`config.mk`:
```
export PLATFORM = sky130hd
export DESIGN_NAME = utf8_text_encoding_classifier
export DESIGN_NICKNAME = d
export VERILOG_FILES = /design/src/design/u8c_pkg.sv /design/src/design/u8c_step.sv /design/src/design/utf8_text_encoding_classifier.sv
export SDC_FILE = /design/constraint.sdc
export NUM_CORES = 1
export LEC_CHECK = 0
export BUFFER_PORTS_ARGS = -buffer_cell sky130_fd_sc_hd__buf_2
export CELL_PAD_IN_SITES_DETAIL_PLACEMENT = 1
export CELL_PAD_IN_SITES_GLOBAL_PLACEMENT = 1
export CORE_ASPECT_RATIO = 0.8
export CORE_MARGIN = 5
export CORE_UTILIZATION = 25
export CTS_CLUSTER_DIAMETER = 120
export DETAILED_ROUTE_END_ITERATION = 7
export HOLD_SLACK_MARGIN = 0.06
export MAX_ROUTING_LAYER = met4
export PLACE_DENSITY = 0.57
export SYNTH_ARGS = -nofsm -noshare
export SYNTH_HDL_FRONTEND = slang
export SYNTH_SLANG_ARGS = --single-unit
export TNS_END_PERCENT = 1
```
`constraint.sdc`:
```
create_clock -name i_clk -period 3 [get_ports i_clk]
set_input_delay 0.3 -clock i_clk [delete_from_list [all_inputs] [get_ports i_clk]]
set_output_delay 0.3 -clock i_clk [all_outputs]
set_load 0.05 [all_outputs]
```
`src/design/u8c_pkg.sv`:
```
package u8c_pkg;

    // Extra rule applied to the byte after a lead
    typedef enum logic [2:0] {
        RULE_NONE = 3'd0,
        RULE_E0   = 3'd1,
        RULE_ED   = 3'd2,
        RULE_F0   = 3'd3,
        RULE_F4   = 3'd4
    } t_rule;

    // Result classes
    typedef enum logic [1:0] {
        CLASS_LEGACY = 2'd0,
        CLASS_BOM    = 2'd1,
        CLASS_ASCII  = 2'd2,
        CLASS_UTF8   = 2'd3
    } t_class;

    // Scan state carried from byte to byte
    typedef struct packed {
        logic [1:0] prefix_count;
        logic       bom_matching;
        logic [1:0] continuations_left;
        t_rule      second_byte_rule;
        logic       invalid_seen;
        logic       only_ascii;
    } t_state;

    localparam t_state STATE_RESET = '{
        prefix_count:       2'd0,
        bom_matching:       1'b1,
        continuations_left: 2'd0,
        second_byte_rule:   RULE_NONE,
        invalid_seen:       1'b0,
        only_ascii:         1'b1
    };

    localparam logic [7:0] BOM_BYTE0 = 8'hEF;
    localparam logic [7:0] BOM_BYTE1 = 8'hBB;
    localparam logic [7:0] BOM_BYTE2 = 8'hBF;

    // Byte order mark byte expected at a given prefix position
    function automatic logic [7:0] bom_byte(input logic [1:0] pos);
        logic [7:0] b;
        unique case (pos)
            2'd0:    b = BOM_BYTE0;
            2'd1:    b = BOM_BYTE1;
            default: b = BOM_BYTE2;
        endcase
        return b;
    endfunction

endpackage

```
`src/design/u8c_step.sv`:
```
module u8c_step
    import u8c_pkg::*;
(
    input  t_state     i_state,
    input  logic [7:0] i_byte_value,
    input  logic       i_last_byte,
    output t_state     o_state_next,
    output t_class     o_class
);

    t_state w_upd;
    logic   w_bad;

    always_comb begin
        w_upd = i_state;
        w_bad = 1'b0;

        // Compare the leading bytes with the byte order mark
        if (i_state.prefix_count != 2'd3) begin
            if (i_byte_value != bom_byte(i_state.prefix_count)) begin
                w_upd.bom_matching = 1'b0;
            end
            w_upd.prefix_count = i_state.prefix_count + 2'd1;
        end

        if (i_state.continuations_left != 2'd0) begin
            // Check a continuation byte and its second-byte rule
            w_bad = (i_byte_value[7:6] != 2'b10);
            unique case (i_state.second_byte_rule)
                RULE_E0: if (i_byte_value[7:5] == 3'b100) w_bad = 1'b1;
                RULE_ED: if (i_byte_value[7:5] == 3'b101) w_bad = 1'b1;
                RULE_F0: if (i_byte_value[7:4] == 4'h8)   w_bad = 1'b1;
                RULE_F4: if (i_byte_value > 8'h8F)        w_bad = 1'b1;
                default: ;
            endcase
            if (w_bad) begin
                w_upd.invalid_seen = 1'b1;
            end
            w_upd.second_byte_rule   = RULE_NONE;
            w_upd.continuations_left = i_state.continuations_left - 2'd1;
        end else if (i_byte_value[7]) begin
            // Decode a lead byte
            w_upd.only_ascii = 1'b0;
            priority if (i_byte_value[7:5] == 3'b110) begin
                if (i_byte_value[7:1] == 7'h60) begin
                    w_upd.invalid_seen = 1'b1;
                end
                w_upd.continuations_left = 2'd1;
                w_upd.second_byte_rule   = RULE_NONE;
            end else if (i_byte_value[7:4] == 4'hE) begin
                w_upd.continuations_left = 2'd2;
                w_upd.second_byte_rule   = (i_byte_value == 8'hE0) ? RULE_E0 :
                                           (i_byte_value == 8'hED) ? RULE_ED : RULE_NONE;
            end else if (i_byte_value[7:3] == 5'b11110) begin
                if (i_byte_value > 8'hF4) begin
                    w_upd.invalid_seen = 1'b1;
                end
                w_upd.continuations_left = 2'd3;
                w_upd.second_byte_rule   = (i_byte_value == 8'hF0) ? RULE_F0 :
                                           (i_byte_value == 8'hF4) ? RULE_F4 : RULE_NONE;
            end else begin
                w_upd.invalid_seen = 1'b1;
            end
        end

        // Classify from the updated state
        priority if (w_upd.prefix_count == 2'd3 && w_upd.bom_matching) begin
            o_class = CLASS_BOM;
        end else if (w_upd.invalid_seen || w_upd.continuations_left != 2'd0) begin
            o_class = CLASS_LEGACY;
        end else if (w_upd.only_ascii) begin
            o_class = CLASS_ASCII;
        end else begin
            o_class = CLASS_UTF8;
        end

        // Return to reset after the final byte
        o_state_next = i_last_byte ? STATE_RESET : w_upd;
    end

endmodule

```
`src/design/utf8_text_encoding_classifier.sv`:
```
// Channel | Direction | Handshake              | Payload
// in      | input     | i_in_valid / o_in_stall | i_byte_value[7:0], i_last_byte
// out     | output    | o_out_valid / i_out_stall | o_encoding_class[1:0]
//
// One byte per cycle while no final byte waits on a stalled result; each byte
// is held in the input register, where the scan logic updates the state, and
// a final byte then lands its class in the result register.
// Reset (synchronous, active low) empties both registers and restores the scan state.
// Only a final byte waits on a stalled result; other bytes keep flowing.
module utf8_text_encoding_classifier
    import u8c_pkg::*;
(
    input  logic       i_clk,
    input  logic       i_rst_n,
    input  logic       i_in_valid,
    output logic       o_in_stall,
    input  logic [7:0] i_byte_value,
    input  logic       i_last_byte,
    output logic       o_out_valid,
    input  logic       i_out_stall,
    output logic [1:0] o_encoding_class
);

    logic       r_in_valid;
    logic [7:0] r_byte_value;
    logic       r_last_byte;
    t_state     r_state;
    logic       r_out_valid;
    t_class     r_out_class;

    t_state     n_state;
    t_class     w_class;
    logic       w_out_busy;
    logic       w_advance;
    logic       w_in_take;

    u8c_step u_step (
        .i_state      (r_state),
        .i_byte_value (r_byte_value),
        .i_last_byte  (r_last_byte),
        .o_state_next (n_state),
        .o_class      (w_class)
    );

    // A final byte may leave only when the result register frees up
    assign w_out_busy = r_out_valid && i_out_stall;
    assign w_advance  = r_in_valid && !(r_last_byte && w_out_busy);
    assign o_in_stall = r_in_valid && !w_advance;
    assign w_in_take  = i_in_valid && !o_in_stall;

    // Hold the input beat
    always_ff @(posedge i_clk) begin
        if (!i_rst_n) begin
            r_in_valid <= 1'b0;
        end else if (w_in_take) begin
            r_in_valid <= 1'b1;
        end else if (w_advance) begin
            r_in_valid <= 1'b0;
        end
        if (w_in_take) begin
            r_byte_value <= i_byte_value;
            r_last_byte  <= i_last_byte;
        end
    end

    // Advance the scan state
    always_ff @(posedge i_clk) begin
        if (!i_rst_n) begin
            r_state <= STATE_RESET;
        end else if (w_advance) begin
            r_state <= n_state;
        end
    end

    // Hold the result beat until taken
    always_ff @(posedge i_clk) begin
        if (!i_rst_n) begin
            r_out_valid <= 1'b0;
        end else if (w_advance && r_last_byte) begin
            r_out_valid <= 1'b1;
        end else if (!i_out_stall) begin
            r_out_valid <= 1'b0;
        end
        if (w_advance && r_last_byte) begin
            r_out_class <= w_class;
        end
    end

    assign o_out_valid      = r_out_valid;
    assign o_encoding_class = r_out_class;

    // A final byte restores the scan state
    a_reset_after_last: assert property (@(posedge i_clk) disable iff (!i_rst_n)
        w_advance && r_last_byte |=> r_state == STATE_RESET)
        else $error("scan state not restored after final byte");

    // Only a final byte blocked by a stalled result stalls the input
    a_stall_cause: assert property (@(posedge i_clk) disable iff (!i_rst_n)
        o_in_stall |-> r_in_valid && r_last_byte && r_out_valid && i_out_stall)
        else $error("input stalled without a pending final byte");

    // An all-ASCII scan never expects continuations
    a_ascii_no_cont: assert property (@(posedge i_clk) disable iff (!i_rst_n)
        r_state.only_ascii |-> r_state.continuations_left == 2'd0
                               && r_state.second_byte_rule == RULE_NONE)
        else $error("ascii state with pending continuation");

endmodule
```
==> results_dict.tcl, run 1 <==
set metrics [dict create \
    status "finished, final reports clean" \
    dr.pass1.iters 4 \
    maxCapViolCount 0 \
    cp_max_fo 9 \
    port_buffers 16 \
    std_cell_rows 22 \
    critPathRequiredTime_ns 3.03 \
    timing.fmax_mhz 508 \
    design_area_um2 1370 \
    clockRootBuffer "clkbuf_8" \
    syn_inst 122 \
    initial_utilization 0.260 \
    tritoncts "yes" \
    dieArea_um2 6280 \
    dp_slack_ns 1.05 \
    worst_pin_slew_ns 0.728 \
    async_reset_ff_frac 0 \
    ir_drop_uv 182 \
    grt-ovfl-total 0 \
    power_w 0.000629 \
    period_share 0.657 \
    hold_ws_ns 0.200 \
    end_kind "register" \
    fp.dieH_um 71.9 \
    wire_per_inst_um 14.6 \
    finalWorstSetupSlack_ns 1.03 \
    track_usage 0.103 \
    arrival_ns 2.00 \
    critical_path_class "register to register" \
    pin_count 17 \
    grt_pass1_wl_um 4980 \
    drc_errors 0 \
    slew_headroom 0.513 \
    hpwlAfterDp_um 2260 \
    grt_pass1_vias 1065 \
    syn_area_um2 1200 \
    synth_cell_types 45 \
    synth-edff-count 11 \
    fin_skew_ns 0.00247 \
    hold_viol_final 0 \
    clockBufferDepth 2 \
    synth_flop_cell "dfxtp_1" \
    final_antenna_net_count 0 \
    clock_sinks 23 \
    worstSkewPairLatency_ns 0.27 \
    wl_um 2860 \
    tns_ns 0 \
    hp-class "input pin to register" \
    syn-num-nets 135 \
    synth-seq-cells 23 \
    grt_max_degree 15 \
    rsz0062_at_grt "false" \
    ys_warn_count 0 \
    die_w_um 87.3 \
    nets 150 \
    via_count 952 \
    first_iter_violations 26 \
    p_leak_nw 0.510 \
    antenna_found_initial 0 \
    powerDensity_nw_per_um2 460 \
    finalMaxSlewViolations 0 \
    areaGrowthSynthToFinish_pct 14.3 \
    core-area_um2 4600 \
    numCtsBuffers 3 \
    htree_levels 1 \
    cp_num_buf_inv 0 \
    vias_per_cell 4.86 \
    slowest_delay_ns 0.53 \
    cts_hold_buf 0 \
    drive_gt1_frac 0.199 \
    antenna_cells 0 \
    final-setup-viol-count 0 \
    crit_chain "nand2_2 -> or4b_4 -> o41ai_2 -> nor3_1 -> a31o_1" \
    start_kind "register" \
    post-cts-setup-buffer-count 0 \
    path_clk_slew_ns 0.09 \
    syn_area_per_cell_um2 9.80 \
    critPathTopFamily "simple AND/OR/NAND/NOR gates" \
    post_dp_cell_area_um2 1320 \
    period_needed_ns 1.97 \
    ctsResizeCount 0 \
    yosysSeqAreaShare 0.477 \
    gp_congestion 0.791 \
    slowest_stage "edfxtp_1" \
]
==> flip-flops by register name, summed over array words and instances, names as in the netlist <==
signal            cells
r_state              10
r_in_valid            1
o_out_valid           1
r_byte_value          8
r_last_byte           1
o_encoding_class      2
==> layout make-up <==
cell class / instances / area, um2
multi-input cells: 87 / 571
well taps: 60 / 75.1
repair buffers: 16 / 80.1
fillers: 536 / 3230
clock inverters: 1 / 7.51
inverters: 6 / 22.5
clock buffers: 3 / 41.3
flip-flops and latches: 23 / 571
==> synth_stat cells (all sizes together) (4+ instances only) <==
library cell | instances | share of area
inv | 6 | 0.019
nand3 | 5 | 0.021
buf | 4 | 0.021
o21ai | 4 | 0.017
nor2 | 9 | 0.035
a21oi | 7 | 0.029
nand2 | 14 | 0.046
edfxtp | 11 | 0.28
dfxtp | 12 | 0.20
==> worst register-to-register path, cell delays in order (launching register included) <==
cell	delay, ns
edfxtp_1	0.53
nand2_2	0.13
or4b_4	0.50
o41ai_2	0.24
nor3_1	0.14
a31o_1	0.19
==> logic make-up after synthesis <==
group                  count (synthesis)  share of synthesized area
AO/OA/AOI/OAI                         30                      0.183
XOR/XNOR                               2                     0.0146
buffers and inverters                 12                     0.0460
flip-flops                            23                      0.477
multiplexers                           2                     0.0167
AND/OR/NAND/NOR                       53                      0.263
==> worst paths after layout <==
kind,start,endpoint,cells after the start,slack (ns)
setup / recovery,r_byte_value[6],o_encoding_class[0],5,1.03
hold / removal,i_last_byte,r_last_byte,1,0.20
setup reg to reg,r_byte_value[6],o_encoding_class[0],5,1.03
hold reg to reg,r_state[7],r_state[7],2,0.47
==> stage by stage <==
| step | utilization | cells |
|---|---|---|
| 2_1_floorplan | - | 122 |
| 3_3_place_gp | 0.287 | 192 |
| 3_5_place_dp | 0.287 | 192 |
| 4_1_cts | 0.297 | 196 |
| 5_1_grt | 0.297 | 196 |
| 6_report | 0.297 | 196 |
==> cells in the final DEF (no fill, tap or decap), types with 2 or more instances in the layout <==
cell type / n
o21a_1: 2
buf_2: 16
dfxtp_1: 12
nor2_1: 8
o41ai_2: 2
a21boi_0: 3
clkbuf_8: 3
nor4_1: 2
inv_1: 6
and3b_1: 2
nand2b_1: 2
a21oi_1: 7
and2_1: 2
mux2i_1: 2
nand2_1: 13
o21ai_0: 4
xor2_1: 2
nand3b_1: 3
nor2b_1: 3
nand3_1: 5
a31oi_1: 3
edfxtp_1: 11
==> metal layers <==
layer / share of wire / routed length (um) / GRT usage / vias to the layer above
met5: 0 / 0 / - / -
met4: 0 / 0 / 0.0153 / 0
met3: 0.055 / 157 / 0.0345 / 0
met2: 0.44 / 1260 / 0.155 / 24
met1: 0.51 / 1440 / 0.137 / 453
li1: - / - / - / 475
==> power by group <==
group | internal, W | total [W] | leakage [nW] | switching (W)
combinational | 0.0000283 | 0.0000641 | 0.285 | 0.0000358
sequential | 0.000343 | 0.000363 | 0.204 | 0.0000195
clock | 0.0000941 | 0.000202 | 0.0217 | 0.000108
total | 0.000466 | 0.000629 | 0.510 | 0.000163
(Power assumes the default switching activity.)
==> run 2: changes to the inputs <==
--- a/config.mk
+++ b/config.mk
@@ -15,7 +15,7 @@
 export DETAILED_ROUTE_END_ITERATION = 7
 export HOLD_SLACK_MARGIN = 0.06
 export MAX_ROUTING_LAYER = met4
-export PLACE_DENSITY = 0.57
+export PLACE_DENSITY = 0.59
 export SYNTH_ARGS = -nofsm -noshare
 export SYNTH_HDL_FRONTEND = slang
 export SYNTH_SLANG_ARGS = --single-unit
==> constraint.sdc (replaced) <==
create_clock -name i_clk -period 1.7 [get_ports i_clk]
set_input_delay 0.17 -clock i_clk [delete_from_list [all_inputs] [get_ports i_clk]]
set_output_delay 0.17 -clock i_clk [all_outputs]
set_load 0.05 [all_outputs]
==> run 2 against run 1 <==
Compared with the run above: the run now ends with setup timing left; power increased by 85%; final area up 19%; sequential power increased by 71%; critical endpoint unchanged; critical path depth unchanged; routed wire length grew 11%; critical path type unchanged; flip-flop and latch count unchanged; sequential share of layout area fell by 6.6 points; non-clock buffer count up 27; clock skew about the same; worst setup slack lost 1.1 ns; maximum frequency grew 8.6%.
==> results_dict.tcl, run 2 (synthesized netlist as in run 1, its figures left out) <==
set metrics [dict create \
    arrival_ns 1.84 \
    dr.pass1.iters 4 \
    worstSkewPairLatency_ns 0.27 \
    rsz0062_at_grt "true" \
    first_iter_violations 60 \
    final_antenna_net_count 0 \
    clockBufferDepth 2 \
    period_share 1.07 \
    die_w_um 87.3 \
    via_count 1067 \
    powerDensity_nw_per_um2 718 \
    violations "setup timing" \
    dieArea_um2 6280 \
    final_common_cell "buf_4" \
    gp_congestion 0.793 \
    worstHoldEndpoint "r_byte_value[6]" \
    track_usage 0.112 \
    areaGrowthSynthToFinish_pct 35.7 \
    ir_drop_uv 382 \
    initial_utilization 0.260 \
    largest_reg_flops 10 \
    grt_max_degree 15 \
    critPathRequiredTime_ns 1.73 \
    antenna_found_initial 0 \
    final-setup-viol-count 3 \
    r2r_cells 5 \
    regToRegSetupSlack_ns -0.11 \
    finalWorstSetupSlack_ns -0.115 \
    hold_ws_ns 0.0721 \
    cp_max_fo 4 \
    path_clk_slew_ns 0.09 \
    wl_um 3180 \
    numCtsBuffers 3 \
    r2r-start "r_state[5]" \
    wire_per_inst_um 14.3 \
    fin_skew_ns 0.00244 \
    port_buffers 16 \
    end_kind "register" \
    std_cell_rows 22 \
    htree_levels 1 \
    maxCapViolCount 0 \
    grt_pass1_vias 1100 \
    hold_start "i_byte_value[6]" \
    vias_per_cell 4.78 \
    grt-ovfl-total 0 \
    tritoncts "yes" \
    utilization 0.353 \
    hold_viol_final 0 \
    clockRootBuffer "clkbuf_8" \
    grt_pass1_wl_um 5390 \
    core-area_um2 4600 \
    pin_count 17 \
    clock_sinks 23 \
    drc_errors 0 \
    hold_depth 1 \
    hp-class "input pin to register" \
    hpwlAfterDp_um 2550 \
    slew_headroom 0.731 \
    critical_path_class "register to register" \
    timing.fmax_mhz 551 \
    p_leak_nw 0.653 \
    nets 177 \
    antenna_cells 0 \
    max_flop_register "r_state" \
    period_needed_ns 1.81 \
    fp.dieH_um 71.9 \
    start_kind "register" \
    drive_gt1_frac 0.337 \
    finalMaxSlewViolations 0 \
    status "finished with violations" \
    reg2reg_to "o_encoding_class[0]" \
    worst_pin_slew_ns 0.403 \
    mostFrequentLayoutCells "buf_4, buf_2, nand2_1" \
]
[run 2: cell types whose count changed in the layout (fill, tap and decap cells not counted), moves of 2 or more]
cell / delta
buf_4: +24
dlygate4sd3_1: +3
o41ai_2: -2
o41ai_4: +2
[run 2: area by class of cell]
class | count | area [um2]
fillers | 519 | 2970
multi-input cells | 87 | 616
well taps | 60 | 75.1
clock buffers | 3 | 41.3
repair buffers | 43 | 290
flip-flops and latches | 23 | 571
clock inverters | 1 | 7.51
inverters | 6 | 22.5
[run 2: how the worst max path moves through the flow]
stage / slack [ns] / end / depth (start not counted) / from
CTS: -0.10 / o_encoding_class[0] / 5 / r_byte_value[7]
floorplan: -0.03 / o_encoding_class[1] / 6 / r_state[5]
global placement: -0.09 / o_encoding_class[1] / 5 / r_byte_value[7]
finish: -0.11 / o_encoding_class[0] / 5 / r_state[5]
detailed placement: -0.13 / o_encoding_class[0] / 5 / r_byte_value[7]
global route: -0.21 / o_encoding_class[1] / 5 / r_byte_value[7]
[run 2: what timing repair did]
| item | in CTS | in global routing |
|---|---|---|
| resized for setup | 4 | 2 |
| endpoints found under the hold margin | 0 | 3 |
| buffers inserted | 1 | 1 |
| setup endpoints to repair | 5 | 6 |
| hold buffers | 0 | 3 |
| pin swaps | 1 | 0 |
[run 2: layer usage]
metal,global-route usage,up-vias,part of all wire
met3,0.0345,4,0.047
met4,0.0239,0,0.0091
met1,0.139,509,0.47
met2,0.180,24,0.48
met5,-,-,0
li1,-,530,-
[run 2: worst max-delay path: stages (launching register included)]
cell and delay (ns):
dfxtp_1 0.38, nor2_4 0.15, or4b_4 0.50, o41ai_4 0.26
nor3_2 0.10, a31o_1 0.19
[run 2: per-stage QoR]
stage	area (um2)	total power (W)	setup TNS [ns]	worst slack (ns)	cells
2_1_floorplan	1200	0.000727	-0.0552	-0.0301	122
3_3_place_gp	1490	0.000799	-0.202	-0.0939	214
3_5_place_dp	1490	0.000806	-0.407	-0.129	214
4_1_cts	1570	0.00117	-0.231	-0.102	219
5_1_grt	1620	0.00122	-0.654	-0.211	223
6_report	1620	0.00116	-0.255	-0.115	223
[run 2: power by group]
part / switching [W] / internal [W]
sequential: 0.0000171 / 0.000605
clock: 0.000189 / 0.000166
combinational: 0.0000973 / 0.0000906
total: 0.000303 / 0.000862
